===== src/rtl/lbcs_pkg.sv =====
// Shared types and constants for the LED blink-code sequencer.
// Used by lbcs_timer, lbcs_seq and led_blink_code_sequencer_core; no dependencies.
`default_nettype none

package lbcs_pkg;

    localparam int TIME_W  = 16;
    localparam int BLINK_W = 8;
    localparam int TEST_W  = 2;
    localparam int CFG_A_W = 3;
    localparam int CFG_D_W = 16;

    // Configuration register indexes
    localparam logic [CFG_A_W-1:0] REG_NORMAL_ON   = 3'd0;
    localparam logic [CFG_A_W-1:0] REG_NORMAL_OFF  = 3'd1;
    localparam logic [CFG_A_W-1:0] REG_NORMAL_BLNK = 3'd2;
    localparam logic [CFG_A_W-1:0] REG_ERROR_ON    = 3'd3;
    localparam logic [CFG_A_W-1:0] REG_ERROR_OFF   = 3'd4;
    localparam logic [CFG_A_W-1:0] REG_ERROR_BLNK  = 3'd5;
    localparam logic [CFG_A_W-1:0] REG_LONG_OFF    = 3'd6;
    localparam logic [CFG_A_W-1:0] REG_TEST_MODE   = 3'd7;

    // Reset values
    localparam logic [TIME_W-1:0]  RST_NORMAL_ON   = 16'd0;
    localparam logic [TIME_W-1:0]  RST_NORMAL_OFF  = 16'd100;
    localparam logic [BLINK_W-1:0] RST_NORMAL_BLNK = 8'd1;
    localparam logic [TIME_W-1:0]  RST_ERROR_ON    = 16'd100;
    localparam logic [TIME_W-1:0]  RST_ERROR_OFF   = 16'd100;
    localparam logic [BLINK_W-1:0] RST_ERROR_BLNK  = 8'd2;
    localparam logic [TIME_W-1:0]  RST_LONG_OFF    = 16'd1000;

    // Test mode codes; bit 1 gives the forced level
    localparam logic [TEST_W-1:0] TEST_NONE  = 2'd0;
    localparam logic [TEST_W-1:0] TEST_FORCE_OFF = 2'd1;
    localparam logic [TEST_W-1:0] TEST_FORCE_ON  = 2'd2;

    // Item kinds (tuser)
    localparam logic OP_POLL = 1'b0;
    localparam logic OP_TICK = 1'b1;

    // Latched mode codes
    localparam logic [1:0] MODE_INITIAL = 2'd0;
    localparam logic [1:0] MODE_NORMAL  = 2'd1;
    localparam logic [1:0] MODE_FAULT   = 2'd2;

    typedef enum logic [3:0] {
        TOP_IDLE       = 4'b0001,
        TOP_START      = 4'b0010,
        TOP_START_WAIT = 4'b0100,
        TOP_OPERATE    = 4'b1000
    } top_phase_t;

    typedef enum logic [4:0] {
        BL_IDLE      = 5'b00001,
        BL_LED_ON    = 5'b00010,
        BL_ON_WAIT   = 5'b00100,
        BL_OFF_WAIT  = 5'b01000,
        BL_LONG_WAIT = 5'b10000
    } blink_phase_t;

    typedef struct packed {
        logic [TIME_W-1:0]  normal_on_ms;
        logic [TIME_W-1:0]  normal_off_ms;
        logic [BLINK_W-1:0] normal_blinks;
        logic [TIME_W-1:0]  error_on_ms;
        logic [TIME_W-1:0]  error_off_ms;
        logic [BLINK_W-1:0] error_blinks;
        logic [TIME_W-1:0]  long_off_ms;
        logic [TEST_W-1:0]  test_mode;
    } cfg_t;

    typedef struct packed {
        logic              tick;
        logic              load;
        logic [TIME_W-1:0] value;
    } tmr_ctl_t;

endpackage

`default_nettype wire


===== src/rtl/lbcs_timer.sv =====
// Millisecond down-counter with done flag for the blink-code sequencer.
// Depends on lbcs_pkg (tmr_ctl_t, TIME_W).
`default_nettype none

module lbcs_timer (
    input  wire logic              aclk,
    input  wire logic              aresetn,
    input  wire lbcs_pkg::tmr_ctl_t ctl,
    output logic                   done
);
    import lbcs_pkg::*;

    logic [TIME_W-1:0] count_reg, count_next;
    logic              done_reg, done_next;
    logic [TIME_W-1:0] count_dec;

    assign count_dec = count_reg - TIME_W'(1);

    // Load wins; a tick only moves a nonzero count
    always_comb begin
        count_next = count_reg;
        done_next  = done_reg;
        if (ctl.load) begin
            count_next = ctl.value;
            done_next  = (ctl.value == '0);
        end else if (ctl.tick && count_reg != '0) begin
            count_next = count_dec;
            done_next  = (count_dec == '0);
        end
    end

    always_ff @(posedge aclk) begin
        if (!aresetn) begin
            count_reg <= '0;
            done_reg  <= 1'b0;
        end else begin
            count_reg <= count_next;
            done_reg  <= done_next;
        end
    end

    assign done = done_reg;

    a_done_means_zero: assert property (@(posedge aclk) disable iff (!aresetn)
        done_reg |-> count_reg == '0)
        else $error("timer done with nonzero count");

    a_load_clears_done: assert property (@(posedge aclk) disable iff (!aresetn)
        ctl.load && ctl.value != '0 |=> !done_reg)
        else $error("timer done right after nonzero load");

    a_last_tick_done: assert property (@(posedge aclk) disable iff (!aresetn)
        ctl.tick && !ctl.load && count_reg == TIME_W'(1) |=> done_reg)
        else $error("timer did not finish on last tick");

endmodule

`default_nettype wire


===== src/rtl/lbcs_seq.sv =====
// Power-up and blink-code state machines, mode latch and LED register.
// Depends on lbcs_pkg; drives lbcs_timer through a tmr_ctl_t.
`default_nettype none

module lbcs_seq #(
    parameter int START_TIME_MS = 50
) (
    input  wire logic               aclk,
    input  wire logic               aresetn,
    input  wire logic               step,
    input  wire logic               op,
    input  wire logic               fault,
    input  wire lbcs_pkg::cfg_t     cfg,
    input  wire logic               tmr_done,
    output lbcs_pkg::tmr_ctl_t      tmr_ctl,
    output logic                    led_level
);
    import lbcs_pkg::*;

    top_phase_t         top_reg, top_next;
    blink_phase_t       bl_reg, bl_next;
    logic [BLINK_W-1:0] cnt_reg, cnt_next, cnt_inc;
    logic [1:0]         mode_reg, mode_next, mode_sel;
    logic [TIME_W-1:0]  on_reg, on_next, off_reg, off_next, long_reg, long_next;
    logic [BLINK_W-1:0] blinks_reg, blinks_next;
    logic               led_reg, led_next;
    logic               poll, mode_chg;

    assign poll     = step && (op == OP_POLL) && (cfg.test_mode == TEST_NONE);
    assign mode_sel = fault ? MODE_FAULT : MODE_NORMAL;
    assign mode_chg = (mode_sel != mode_reg);
    assign cnt_inc  = cnt_reg + BLINK_W'(1);

    // Mode latch: a new mode takes effect within the same poll
    always_comb begin
        mode_next   = mode_reg;
        on_next     = on_reg;
        off_next    = off_reg;
        blinks_next = blinks_reg;
        long_next   = long_reg;
        if (poll && top_reg == TOP_OPERATE && mode_chg) begin
            mode_next = mode_sel;
            long_next = cfg.long_off_ms;
            if (fault) begin
                on_next     = cfg.error_on_ms;
                off_next    = cfg.error_off_ms;
                blinks_next = cfg.error_blinks;
            end else begin
                on_next     = cfg.normal_on_ms;
                off_next    = cfg.normal_off_ms;
                blinks_next = cfg.normal_blinks;
            end
        end
    end

    // Phase machines and timer requests
    always_comb begin
        top_next      = top_reg;
        bl_next       = bl_reg;
        cnt_next      = cnt_reg;
        led_next      = led_reg;
        tmr_ctl.tick  = step && (op == OP_TICK);
        tmr_ctl.load  = 1'b0;
        tmr_ctl.value = on_next;
        if (poll) begin
            unique case (top_reg)
                TOP_IDLE: begin
                    led_next = 1'b1;
                    top_next = TOP_START;
                end
                TOP_START: begin
                    led_next      = 1'b1;
                    tmr_ctl.load  = 1'b1;
                    tmr_ctl.value = TIME_W'(START_TIME_MS);
                    top_next      = TOP_START_WAIT;
                end
                TOP_START_WAIT: begin
                    if (tmr_done) begin
                        led_next = 1'b0;
                        top_next = TOP_OPERATE;
                    end
                end
                TOP_OPERATE: begin
                    unique case (bl_reg)
                        BL_IDLE: begin
                            led_next = 1'b0;
                            bl_next  = BL_LED_ON;
                            cnt_next = '0;
                        end
                        BL_LED_ON: begin
                            if (on_next != '0) begin
                                led_next      = 1'b1;
                                tmr_ctl.load  = 1'b1;
                                tmr_ctl.value = on_next;
                                bl_next       = BL_ON_WAIT;
                            end
                        end
                        BL_ON_WAIT: begin
                            if (tmr_done && off_next != '0) begin
                                led_next      = 1'b0;
                                tmr_ctl.load  = 1'b1;
                                tmr_ctl.value = off_next;
                                bl_next       = BL_OFF_WAIT;
                            end
                        end
                        BL_OFF_WAIT: begin
                            if (tmr_done) begin
                                cnt_next = cnt_inc;
                                if (cnt_inc < blinks_next) begin
                                    bl_next = BL_LED_ON;
                                end else if (long_next != '0) begin
                                    led_next      = 1'b0;
                                    tmr_ctl.load  = 1'b1;
                                    tmr_ctl.value = long_next;
                                    bl_next       = BL_LONG_WAIT;
                                end else begin
                                    bl_next = BL_IDLE;
                                end
                            end
                        end
                        BL_LONG_WAIT: begin
                            if (tmr_done) begin
                                bl_next = BL_IDLE;
                            end
                        end
                        default: bl_next = BL_IDLE;
                    endcase
                end
                default: top_next = TOP_IDLE;
            endcase
        end
        // Test mode forces the level on every item
        if (step && cfg.test_mode != TEST_NONE) begin
            led_next = cfg.test_mode[1];
        end
    end

    always_ff @(posedge aclk) begin
        if (!aresetn) begin
            top_reg    <= TOP_IDLE;
            bl_reg     <= BL_IDLE;
            cnt_reg    <= '0;
            mode_reg   <= MODE_INITIAL;
            on_reg     <= RST_NORMAL_ON;
            off_reg    <= RST_NORMAL_OFF;
            blinks_reg <= RST_NORMAL_BLNK;
            long_reg   <= RST_LONG_OFF;
            led_reg    <= 1'b0;
        end else begin
            top_reg    <= top_next;
            bl_reg     <= bl_next;
            cnt_reg    <= cnt_next;
            mode_reg   <= mode_next;
            on_reg     <= on_next;
            off_reg    <= off_next;
            blinks_reg <= blinks_next;
            long_reg   <= long_next;
            led_reg    <= led_next;
        end
    end

    assign led_level = led_next;

    a_blink_idle_before_operate: assert property (@(posedge aclk) disable iff (!aresetn)
        top_reg != TOP_OPERATE |-> bl_reg == BL_IDLE)
        else $error("blink machine left idle before operate phase");

    a_mode_set_in_operate: assert property (@(posedge aclk) disable iff (!aresetn)
        top_reg != TOP_OPERATE |-> mode_reg == MODE_INITIAL)
        else $error("mode latched before operate phase");

    a_no_poll_in_test: assert property (@(posedge aclk) disable iff (!aresetn)
        step && cfg.test_mode != TEST_NONE |=> $stable(top_reg) && $stable(bl_reg))
        else $error("sequencer stepped in test mode");

endmodule

`default_nettype wire


===== src/rtl/led_blink_code_sequencer_core.sv =====
// Top level of the LED blink-code sequencer: stream ports, config registers,
// input and result registers. Depends on lbcs_pkg, lbcs_timer, lbcs_seq.
//
//   channel  ports                     beat contents
//   input    s_tvalid/s_tready         s_tuser: operation; s_tdata: fault
//   result   m_tvalid/m_tready         m_tdata: led_level
//   config   cfg_valid/cfg_ready       cfg_addr: register index; cfg_data: value
//
// One item per cycle while m_tready does not stall the result register; each item passes
// the input register, then the state update and result register.
// A stalled result register holds the input register; the input register
// still takes a new beat whenever it moves forward or is empty.
// Reset (aresetn low, synchronous) clears all control state and loads the
// register reset values; cfg_ready is always high.
`default_nettype none

module led_blink_code_sequencer_core #(
    parameter int START_TIME_MS = 50
) (
    input  wire logic                           aclk,
    input  wire logic                           aresetn,
    // input stream
    input  wire logic                           s_tvalid,
    output logic                                s_tready,
    input  wire logic [7:0]                     s_tdata,   // [0] fault
    input  wire logic [0:0]                     s_tuser,   // [0] operation
    // result stream
    output logic                                m_tvalid,
    input  wire logic                           m_tready,
    output logic [7:0]                          m_tdata,   // [0] led_level
    // configuration writes
    input  wire logic                           cfg_valid,
    output logic                                cfg_ready,
    input  wire logic [lbcs_pkg::CFG_A_W-1:0]   cfg_addr,
    input  wire logic [lbcs_pkg::CFG_D_W-1:0]   cfg_data
);
    import lbcs_pkg::*;

    cfg_t     cfg_reg;
    tmr_ctl_t tmr_ctl;
    logic     tmr_done;
    logic     in_valid_reg, in_op_reg, in_fault_reg;
    logic     out_valid_reg, out_led_reg;
    logic     advance, step, led_level;

    // Configuration registers
    assign cfg_ready = 1'b1;

    always_ff @(posedge aclk) begin
        if (!aresetn) begin
            cfg_reg.normal_on_ms  <= RST_NORMAL_ON;
            cfg_reg.normal_off_ms <= RST_NORMAL_OFF;
            cfg_reg.normal_blinks <= RST_NORMAL_BLNK;
            cfg_reg.error_on_ms   <= RST_ERROR_ON;
            cfg_reg.error_off_ms  <= RST_ERROR_OFF;
            cfg_reg.error_blinks  <= RST_ERROR_BLNK;
            cfg_reg.long_off_ms   <= RST_LONG_OFF;
            cfg_reg.test_mode     <= TEST_NONE;
        end else if (cfg_valid) begin
            unique case (cfg_addr)
                REG_NORMAL_ON:   cfg_reg.normal_on_ms  <= cfg_data;
                REG_NORMAL_OFF:  cfg_reg.normal_off_ms <= cfg_data;
                REG_NORMAL_BLNK: cfg_reg.normal_blinks <= cfg_data[BLINK_W-1:0];
                REG_ERROR_ON:    cfg_reg.error_on_ms   <= cfg_data;
                REG_ERROR_OFF:   cfg_reg.error_off_ms  <= cfg_data;
                REG_ERROR_BLNK:  cfg_reg.error_blinks  <= cfg_data[BLINK_W-1:0];
                REG_LONG_OFF:    cfg_reg.long_off_ms   <= cfg_data;
                REG_TEST_MODE:   cfg_reg.test_mode     <= cfg_data[TEST_W-1:0];
                default: ;
            endcase
        end
    end

    // Pipeline handshake
    assign advance  = !out_valid_reg || m_tready;
    assign step     = in_valid_reg && advance;
    assign s_tready = !in_valid_reg || advance;

    // Input register
    always_ff @(posedge aclk) begin
        if (!aresetn) begin
            in_valid_reg <= 1'b0;
        end else if (s_tready) begin
            in_valid_reg <= s_tvalid;
        end
    end

    always_ff @(posedge aclk) begin
        if (s_tready && s_tvalid) begin
            in_op_reg    <= s_tuser[0];
            in_fault_reg <= s_tdata[0];
        end
    end

    lbcs_timer u_timer (
        .aclk    (aclk),
        .aresetn (aresetn),
        .ctl     (tmr_ctl),
        .done    (tmr_done)
    );

    lbcs_seq #(
        .START_TIME_MS (START_TIME_MS)
    ) u_seq (
        .aclk      (aclk),
        .aresetn   (aresetn),
        .step      (step),
        .op        (in_op_reg),
        .fault     (in_fault_reg),
        .cfg       (cfg_reg),
        .tmr_done  (tmr_done),
        .tmr_ctl   (tmr_ctl),
        .led_level (led_level)
    );

    // Result register
    always_ff @(posedge aclk) begin
        if (!aresetn) begin
            out_valid_reg <= 1'b0;
        end else if (advance) begin
            out_valid_reg <= in_valid_reg;
        end
    end

    always_ff @(posedge aclk) begin
        if (step) begin
            out_led_reg <= led_level;
        end
    end

    assign m_tvalid = out_valid_reg;
    assign m_tdata  = {7'd0, out_led_reg};

endmodule

`default_nettype wire


===== config.mk =====
export PLATFORM = sky130hd
export DESIGN_NAME = led_blink_code_sequencer_core
export DESIGN_NICKNAME = d
export VERILOG_FILES = /design/src/rtl/lbcs_pkg.sv /design/src/rtl/lbcs_timer.sv /design/src/rtl/lbcs_seq.sv /design/src/rtl/led_blink_code_sequencer_core.sv
export SDC_FILE = /design/constraint.sdc
export NUM_CORES = 1
export LEC_CHECK = 0
export BUFFER_PORTS_ARGS = -buffer_cell sky130_fd_sc_hd__buf_4
export CAP_MARGIN = 20
export CORE_MARGIN = 3
export CORE_UTILIZATION = 55
export CTS_CLUSTER_DIAMETER = 200
export CTS_CLUSTER_SIZE = 40
export DETAILED_ROUTE_END_ITERATION = 10
export PLACE_DENSITY = 0.79
export SLEW_MARGIN = 10
export SYNTH_ARGS = -nofsm -noshare
export SYNTH_HDL_FRONTEND = slang
export SYNTH_SLANG_ARGS = --single-unit

===== constraint.sdc =====
create_clock -name aclk -period 14.8 [get_ports aclk]
set_input_delay 2.96 -clock aclk [delete_from_list [all_inputs] [get_ports aclk]]
set_output_delay 2.96 -clock aclk [all_outputs]
set_load 0.01 [all_outputs]

# --- Word-level counts from Yosys, hierarchy flattened ---
# Index checks and enable logic that the tools add are counted.
op_classes:
  add_sub_neg: 2
  mul: 0
  div_mod_pow: 0
  n_lt_le_gt_ge: 1
  n_eq_ne: 22
  shift: 0
  muxes: 41
  n_bitwise: 2
  n_reduce_logical: 37
op_table:
  columns: ["cell", "count"]
  rows:
  - ["$mux W16", 7]
  - ["$mux W17", 6]
  - ["$reduce_bool A16 Y1", 4]
  - ["$pmux W17 S3", 1]
  - ["$pmux W17 S2", 1]
  - ["$logic_not A16 Y1", 2]
  - ["$mux W5", 6]
  - ["$pmux W5 S5", 1]
  - ["$mux W8", 3]
  - ["$pmux W4 S4", 1]
  - ["$pmux W8 S2", 1]
  - ["$reduce_and A2 Y1", 8]
  - ["$sub A16 B1 Y16 const B", 1]
  - ["$eq A3 B3 Y1 const B", 4]
  - ["$logic_and A1 B1 Y1", 10]
  - ["$mux W1", 10]
  - ["$add A8 B1 Y8 const B", 1]
  - ["$lt A8 B8 Y1", 1]
  - ["$eq A3 B2 Y1 const B", 2]
  - ["$ne A2 B2 Y1 const B", 3]
  - ["$reduce_and A6 Y1", 1]
  - ["$reduce_bool A2 Y1", 3]
  - ["$eq A5 B1 Y1 const B", 1]
  - ["$eq A5 B2 Y1 const B", 1]
  - ["22 further kinds", 26]
word_totals:
  reg_bits: 196
  latch_bits: 0
  mem_bits_rw: 0
  mem_bits_ro: 0
  inputBits: 33
  wordCells: 129
  memories: 0

# --- Logic depth before layout (Yosys ltp) ---
depth:
  depth_word: 17
  mapped_depth: 19
  mapped_depth_nobuf: 14

# --- Cells and area by module ---
# A second synthesis with hierarchy kept.
unflattened:
  hier_cells: 1135
  hier_area_um2: 9972.1
by_module_without_submodules:
  columns: ["module", "instances", "cells_each", "area_per_inst_um2", "seq_area_each_um2"]
  rows:
  - ["lbcs_seq", 1, 606, 4777.1, 1521.5]
  - ["led_blink_code_sequencer_core", 1, 377, 3942.5, 2092.0]
  - ["lbcs_timer", 1, 152, 1252.5, 340.3]

# --- Worst setup path before layout ---
# Ideal clock, no wire load.
synth_path:
  kind: "in2reg"
  from: "input m_tready"
  to: "register u_timer.count_reg[1]"
  arrival_ps: 6779
  required_ps: 14684
  slack_ps: 7905
  path_stages: 17
  n_path_buf: 4
  path_cell_list: "nor2b_1 nor4_2 nand2_1 clkbuf_1 clkbuf_1 clkbuf_1 a21oi_1 ha_1 nor2b_1 a2111oi_0 nor2b_1 o21a_1 o211ai_4 a31o_1 buf_6 nand2_1 o211a_1"
synth_via:
  elab_chain_len: 15
synth_lines:
  columns: ["element", "line", "text"]
  rows:
  - ["from (decl)", "led_blink_code_sequencer_core.sv:29", "input wire logic m_tready,"]
  - ["$logic_or A1 B1 Y1 *", "led_blink_code_sequencer_core.sv:75", "assign advance = !out_valid_reg || m_tready;"]
  - ["$logic_and A1 B1 Y1 *", "led_blink_code_sequencer_core.sv:76", "assign step = in_valid_reg && advance;"]
  - ["branches (longest 13 deep; another with $lt A8 B8 Y1)", null, null]
  - ["to (signal assigned)", "lbcs_timer.sv:37", "count_reg <= count_next;"]
  - ["to (decl)", "lbcs_timer.sv:13", "logic [TIME_W-1:0] count_reg, count_next;"]
# Every way passes the cells marked *.
# A chain may end at the register's enable or synchronous reset.

# --- Worst setup path in the final report ---
layout_path:
  from: "input m_tready"
  to: "register u_timer.count_reg[6]"
# The elaborated chain is that of the path after synthesis.

==> impl_results.html <==
<table>
<tr><th>Metric</th><th>Value</th></tr>
<tr><th colspan="2">Outcome</th></tr>
<tr><td>Outcome</td><td>completed</td></tr>
<tr><th colspan="2">Placed design</th></tr>
<tr><td>Post-Place Cells</td><td>~1.3k</td></tr>
<tr><td>Post-place setup slack</td><td>about 6900 ps</td></tr>
<tr><td>Placer's final routability congestion estimate</td><td>around 0.9</td></tr>
<tr><td>Port buffer count</td><td>28</td></tr>
<tr><td>HPWL after detailed placement</td><td>approximately 17 mm</td></tr>
<tr><th colspan="2">Clocking</th></tr>
<tr><td>Clock tree buffer depth</td><td>2</td></tr>
<tr><td>Count of buffers added by post-CTS timing repair for setup</td><td>0</td></tr>
<tr><td>Worst-skew pair later-pin latency</td><td>approximately 440 ps</td></tr>
<tr><td>Count of hold-fix buffers inserted at cts</td><td>0</td></tr>
<tr><td>Resize count post-CTS</td><td>0</td></tr>
<tr><td>Clock input transition at the sequential cells of the worst setup and hold paths</td><td>70 ps</td></tr>
<tr><td>CTS H-Tree Depth</td><td>4</td></tr>
<tr><td>Count of clock tree sinks</td><td>196</td></tr>
<tr><td>Number of buffers created by CTS</td><td>17</td></tr>
<tr><td>Clock tree root driver cell</td><td>sky130_fd_sc_hd__clkbuf_16</td></tr>
<tr><td>TritonCTS clock tree</td><td>yes</td></tr>
<tr><th colspan="2">Global route</th></tr>
<tr><td>Wire length of the first global-routing pass</td><td>just under 40 mm</td></tr>
<tr><td>Overall fraction of global-route tracks in use</td><td>0.272</td></tr>
<tr><td>Via count of the first global-routing pass</td><td>7,627</td></tr>
<tr><td>Residual overflow from global routing</td><td>0</td></tr>
<tr><td>Pin count of the biggest net entering global routing</td><td>92</td></tr>
<tr><td>Initial antenna violation count</td><td>0</td></tr>
<tr><th colspan="2">Floorplanning</th></tr>
<tr><td>Vertical die dimension</td><td>135 µm</td></tr>
<tr><td>Cell Rows</td><td>between 40 and 50</td></tr>
<tr><td>Io pins</td><td>44</td></tr>
<tr><td>Effective utilization at floorplan</td><td>0.569</td></tr>
<tr><td>Die width</td><td>~140 µm</td></tr>
<tr><td>Core box area</td><td>about 0.016 mm²</td></tr>
<tr><td>Area of the die</td><td>about 0.018 mm²</td></tr>
<tr><th colspan="2">STA</th></tr>
<tr><td>Endpoints failing setup</td><td>0</td></tr>
<tr><td>Max Fclk</td><td>around 130 MHz</td></tr>
<tr><td>Worst-case clock skew</td><td>approximately 11 ps</td></tr>
<tr><td>Tightest Pin Transition</td><td>1050 ps</td></tr>
<tr><td>Final critical delay including setup and external delays</td><td>~7600 ps</td></tr>
<tr><td>Crit share post-route</td><td>0.513</td></tr>
<tr><td>Count of final max-slew check failures</td><td>0</td></tr>
<tr><td>Total negative setup slack</td><td>0 ps</td></tr>
<tr><td>Final Hold Violating Endpoints</td><td>0</td></tr>
<tr><td>Setup repair after global routing missed its margin</td><td>false</td></tr>
<tr><td>Max-slew headroom at the worst pin</td><td>0.295</td></tr>
<tr><td>Crit path setup slack, layout</td><td>~7200 ps</td></tr>
<tr><th colspan="2">Logic synthesis</th></tr>
<tr><td>Top flip-flop cell by instance count after synthesis</td><td>sky130_fd_sc_hd__dfxtp_1</td></tr>
<tr><td>Dominant cells by area after synthesis</td><td>sky130_fd_sc_hd__dfxtp_1 (42%), sky130_fd_sc_hd__nand2_1 (9.9%), sky130_fd_sc_hd__a21oi_1 (7.9%)</td></tr>
<tr><td>Fraction of registers with async set or reset after synthesis</td><td>0</td></tr>
<tr><td>Share of the yosys chip area belonging to registers</td><td>0.431</td></tr>
<tr><td>Netlist area before placement</td><td>~0.0092 mm²</td></tr>
<tr><td>Number of flops mapped to enable cells by yosys</td><td>3</td></tr>
<tr><td>Number of synthesized register bits</td><td>around 200</td></tr>
<tr><td>Number of warning messages in the yosys log</td><td>0</td></tr>
<tr><td>Unique masters post-synth</td><td>between 70 and 80</td></tr>
<tr><td>Post-Synthesis Cells</td><td>1,147</td></tr>
<tr><td>Dominant cell type by area after synthesis</td><td>sky130_fd_sc_hd__dfxtp_1</td></tr>
<tr><td>Proportion of netlist area held by the largest area contributor</td><td>0.421</td></tr>
<tr><td>Average footprint of a synthesized cell</td><td>~8 µm²</td></tr>
<tr><th colspan="2">Detailed routing</th></tr>
<tr><td>Wire length per cell after detailed routing</td><td>roughly 18 µm</td></tr>
<tr><td>Via count</td><td>roughly 8.3k</td></tr>
<tr><td>Iter 0 DRT Violations</td><td>about 840</td></tr>
<tr><td>Vias per cell</td><td>a little over 6</td></tr>
<tr><td>Number of remaining DRC errors</td><td>0</td></tr>
<tr><td>Count of nets left with antenna violations after detail routing</td><td>0</td></tr>
<tr><td>Drt pass-1 iters</td><td>5</td></tr>
<tr><td>Final WL</td><td>around 25 mm</td></tr>
<tr><th colspan="2">Layout</th></tr>
<tr><td>Final cell count without fillers</td><td>~1.4k</td></tr>
<tr><td>Area occupied by multi-input gates</td><td>a little under 0.005 mm²</td></tr>
<tr><td>Number of inserted filler cells in the final layout</td><td>1,405</td></tr>
<tr><td>Combined flip-flop and latch cell area</td><td>roughly 0.0040 mm²</td></tr>
<tr><td>Ratio of cells with drive above 1 in the final layout</td><td>0.0777</td></tr>
<tr><td>Area added between synthesis and finish</td><td>9.22%</td></tr>
<tr><td>Diode count</td><td>0</td></tr>
<tr><td>Flip-flop count of the largest register, all copies and words added</td><td>slightly below 100</td></tr>
<tr><td>Number of nets in the layout</td><td>around 1.2k</td></tr>
<tr><th colspan="2">Power and ir drop</th></tr>
<tr><td>Leakage power summed over all cells</td><td>between 3 and 4 nW</td></tr>
<tr><td>Power density over the cells</td><td>about 120 mW/mm²</td></tr>
<tr><td>Power Total</td><td>1.25 mW</td></tr>
<tr><td>Peak ir drop on the vdd network</td><td>slightly below 0.00008 V</td></tr>
<tr><th colspan="2">Worst setup path</th></tr>
<tr><td>Data required time at the worst endpoint</td><td>approximately 15,000 ps</td></tr>
<tr><td>Critical path endpoint category</td><td>flop</td></tr>
<tr><td>Critical setup path kind</td><td>primary input to flop</td></tr>
<tr><td>Largest fanout of any net on the critical path</td><td>approximately 90</td></tr>
<tr><td>Type of origin of the critical path</td><td>primary input</td></tr>
<tr><td>Worst Path Arrival</td><td>7930 ps</td></tr>
<tr><th colspan="2">Worst hold path</th></tr>
<tr><td>Type of the tightest min-delay check</td><td>flop to flop</td></tr>
<tr><th colspan="2">Job</th></tr>
<tr><td>Max Cap Violations</td><td>0</td></tr>
</table>
[per-layer routing]
layer / global-route usage / vias up / wire length, µm
li1: - / 3981 / -
met1: 0.364 / 3928 / 10400
met2: 0.441 / 321 / 11800
met3: 0.0516 / 63 / 1670
met4: 0.101 / 0 / 778
met5: 0 / - / 0
[cell usage in the layout (no fill, tap or decap), drive strengths merged, types with 13 or more instances in the layout]
master,count
and2,13
mux2i,58
dfxtp,193
nor4,28
xnor2,15
nor2,101
clkbuf,17
o21ai,39
nand3,37
inv,18
buf,37
nand2,241
a21oi,145
nor3,27
[logic make-up (layout without fill, tap and decap cells)]
kind of cell | after synthesis | after routing | share of synthesized area
simple gates | 507 | 507 | 0.249
compound gates | 261 | 261 | 0.175
flops | 196 | 196 | 0.431
buf+inv | 86 | 79 | 0.0406
mux | 60 | 60 | 0.0657
xor+xnor | 25 | 25 | 0.0239
fa+ha+maj | 10 | 10 | 0.0136
other cells | 2 | 8 | 0.000819
[cell usage after synthesis, types with 4 or more instances]
master                       n
sky130_fd_sc_hd__xor2_1     10
sky130_fd_sc_hd__ha_1       10
sky130_fd_sc_hd__a21oi_1   145
sky130_fd_sc_hd__nand3_1    37
sky130_fd_sc_hd__dfxtp_1   193
sky130_fd_sc_hd__a31oi_1     4
sky130_fd_sc_hd__a22oi_1     4
sky130_fd_sc_hd__buf_1       4
sky130_fd_sc_hd__xnor2_1    15
sky130_fd_sc_hd__nor2b_1     9
sky130_fd_sc_hd__inv_1      10
sky130_fd_sc_hd__a211oi_1    7
sky130_fd_sc_hd__nor4_1     27
sky130_fd_sc_hd__nand3b_1    6
sky130_fd_sc_hd__and2_1     13
sky130_fd_sc_hd__and3_1      5
sky130_fd_sc_hd__buf_4      10
sky130_fd_sc_hd__or4_1       5
sky130_fd_sc_hd__nand4_1    10
sky130_fd_sc_hd__nor2_1    100
sky130_fd_sc_hd__clkbuf_1   57
sky130_fd_sc_hd__o22ai_1     7
sky130_fd_sc_hd__o211ai_1    5
sky130_fd_sc_hd__nand2_1   241
sky130_fd_sc_hd__nor4b_1     5
sky130_fd_sc_hd__or2_2       4
sky130_fd_sc_hd__nand2b_1    7
sky130_fd_sc_hd__nor3_1     27
sky130_fd_sc_hd__o21ai_0    38
sky130_fd_sc_hd__o21a_1      4
sky130_fd_sc_hd__buf_2       4
sky130_fd_sc_hd__mux2i_1    58
[power by group]
group | internal [mW] | total (mW) | switching, mW | leakage (nW)
sequential | 0.554 | 0.578 | 0.0238 | 1.59
clock | 0.253 | 0.471 | 0.218 | 0.284
combinational | 0.0821 | 0.198 | 0.116 | 1.89
total | 0.889 | 1.25 | 0.358 | 3.76
[area by class of cell]
| class | count | share of cell area |
|---|---|---|
| multi-input cells | 871 | 0.488 |
| flip-flops and latches | 196 | 0.395 |
| clock buffers | 17 | 0.0425 |
| repair buffers | 37 | 0.0278 |
| well taps | 216 | 0.0270 |
| clock inverters | 15 | 0.0165 |
| inverters | 10 | 0.00400 |
[through the flow]
step / hold slack [ps] / area, µm² / util
final: 458 / 10000 / 0.622
after global routing: 485 / 10000 / 0.622
after CTS: 458 / 10000 / 0.621
after detailed placement: 448 / 9410 / 0.584
after global placement: 441 / 9410 / 0.584
after floorplan: 433 / 9200 / -
[critical path, cell delays in order]
cell	delay, ps
sky130_fd_sc_hd__buf_4	110
sky130_fd_sc_hd__nor2b_1	430
sky130_fd_sc_hd__nor4_4	80
sky130_fd_sc_hd__buf_4	250
sky130_fd_sc_hd__nand2_4	750
sky130_fd_sc_hd__nor2_1	140
sky130_fd_sc_hd__a21oi_1	230
sky130_fd_sc_hd__ha_1	310
sky130_fd_sc_hd__nor2b_1	140
sky130_fd_sc_hd__a2111oi_0	460
sky130_fd_sc_hd__nor2b_1	120
sky130_fd_sc_hd__o21a_1	250
sky130_fd_sc_hd__o211ai_4	540
sky130_fd_sc_hd__a31o_1	520
sky130_fd_sc_hd__nand2_1	290
sky130_fd_sc_hd__a311oi_1	310
[path summary, 6_finish.rpt]
kind | startpoint | end | slack [ps] | depth (start not counted)
worst min register to register | cfg_reg[62]$_SDFFE_PN0P_ | cfg_reg[62]$_SDFFE_PN0P_ | 460 | 2
worst max-delay path | m_tready | u_timer.count_reg[6]$_SDFFE_PN0P_ | 7210 | 16
worst min-delay path | cfg_reg[62]$_SDFFE_PN0P_ | cfg_reg[62]$_SDFFE_PN0P_ | 460 | 2
worst max register to register | u_seq.top_reg[3]$_SDFFE_PN0P_ | u_timer.count_reg[6]$_SDFFE_PN0P_ | 9030 | 15
Power figures use the tool's default switching activity.
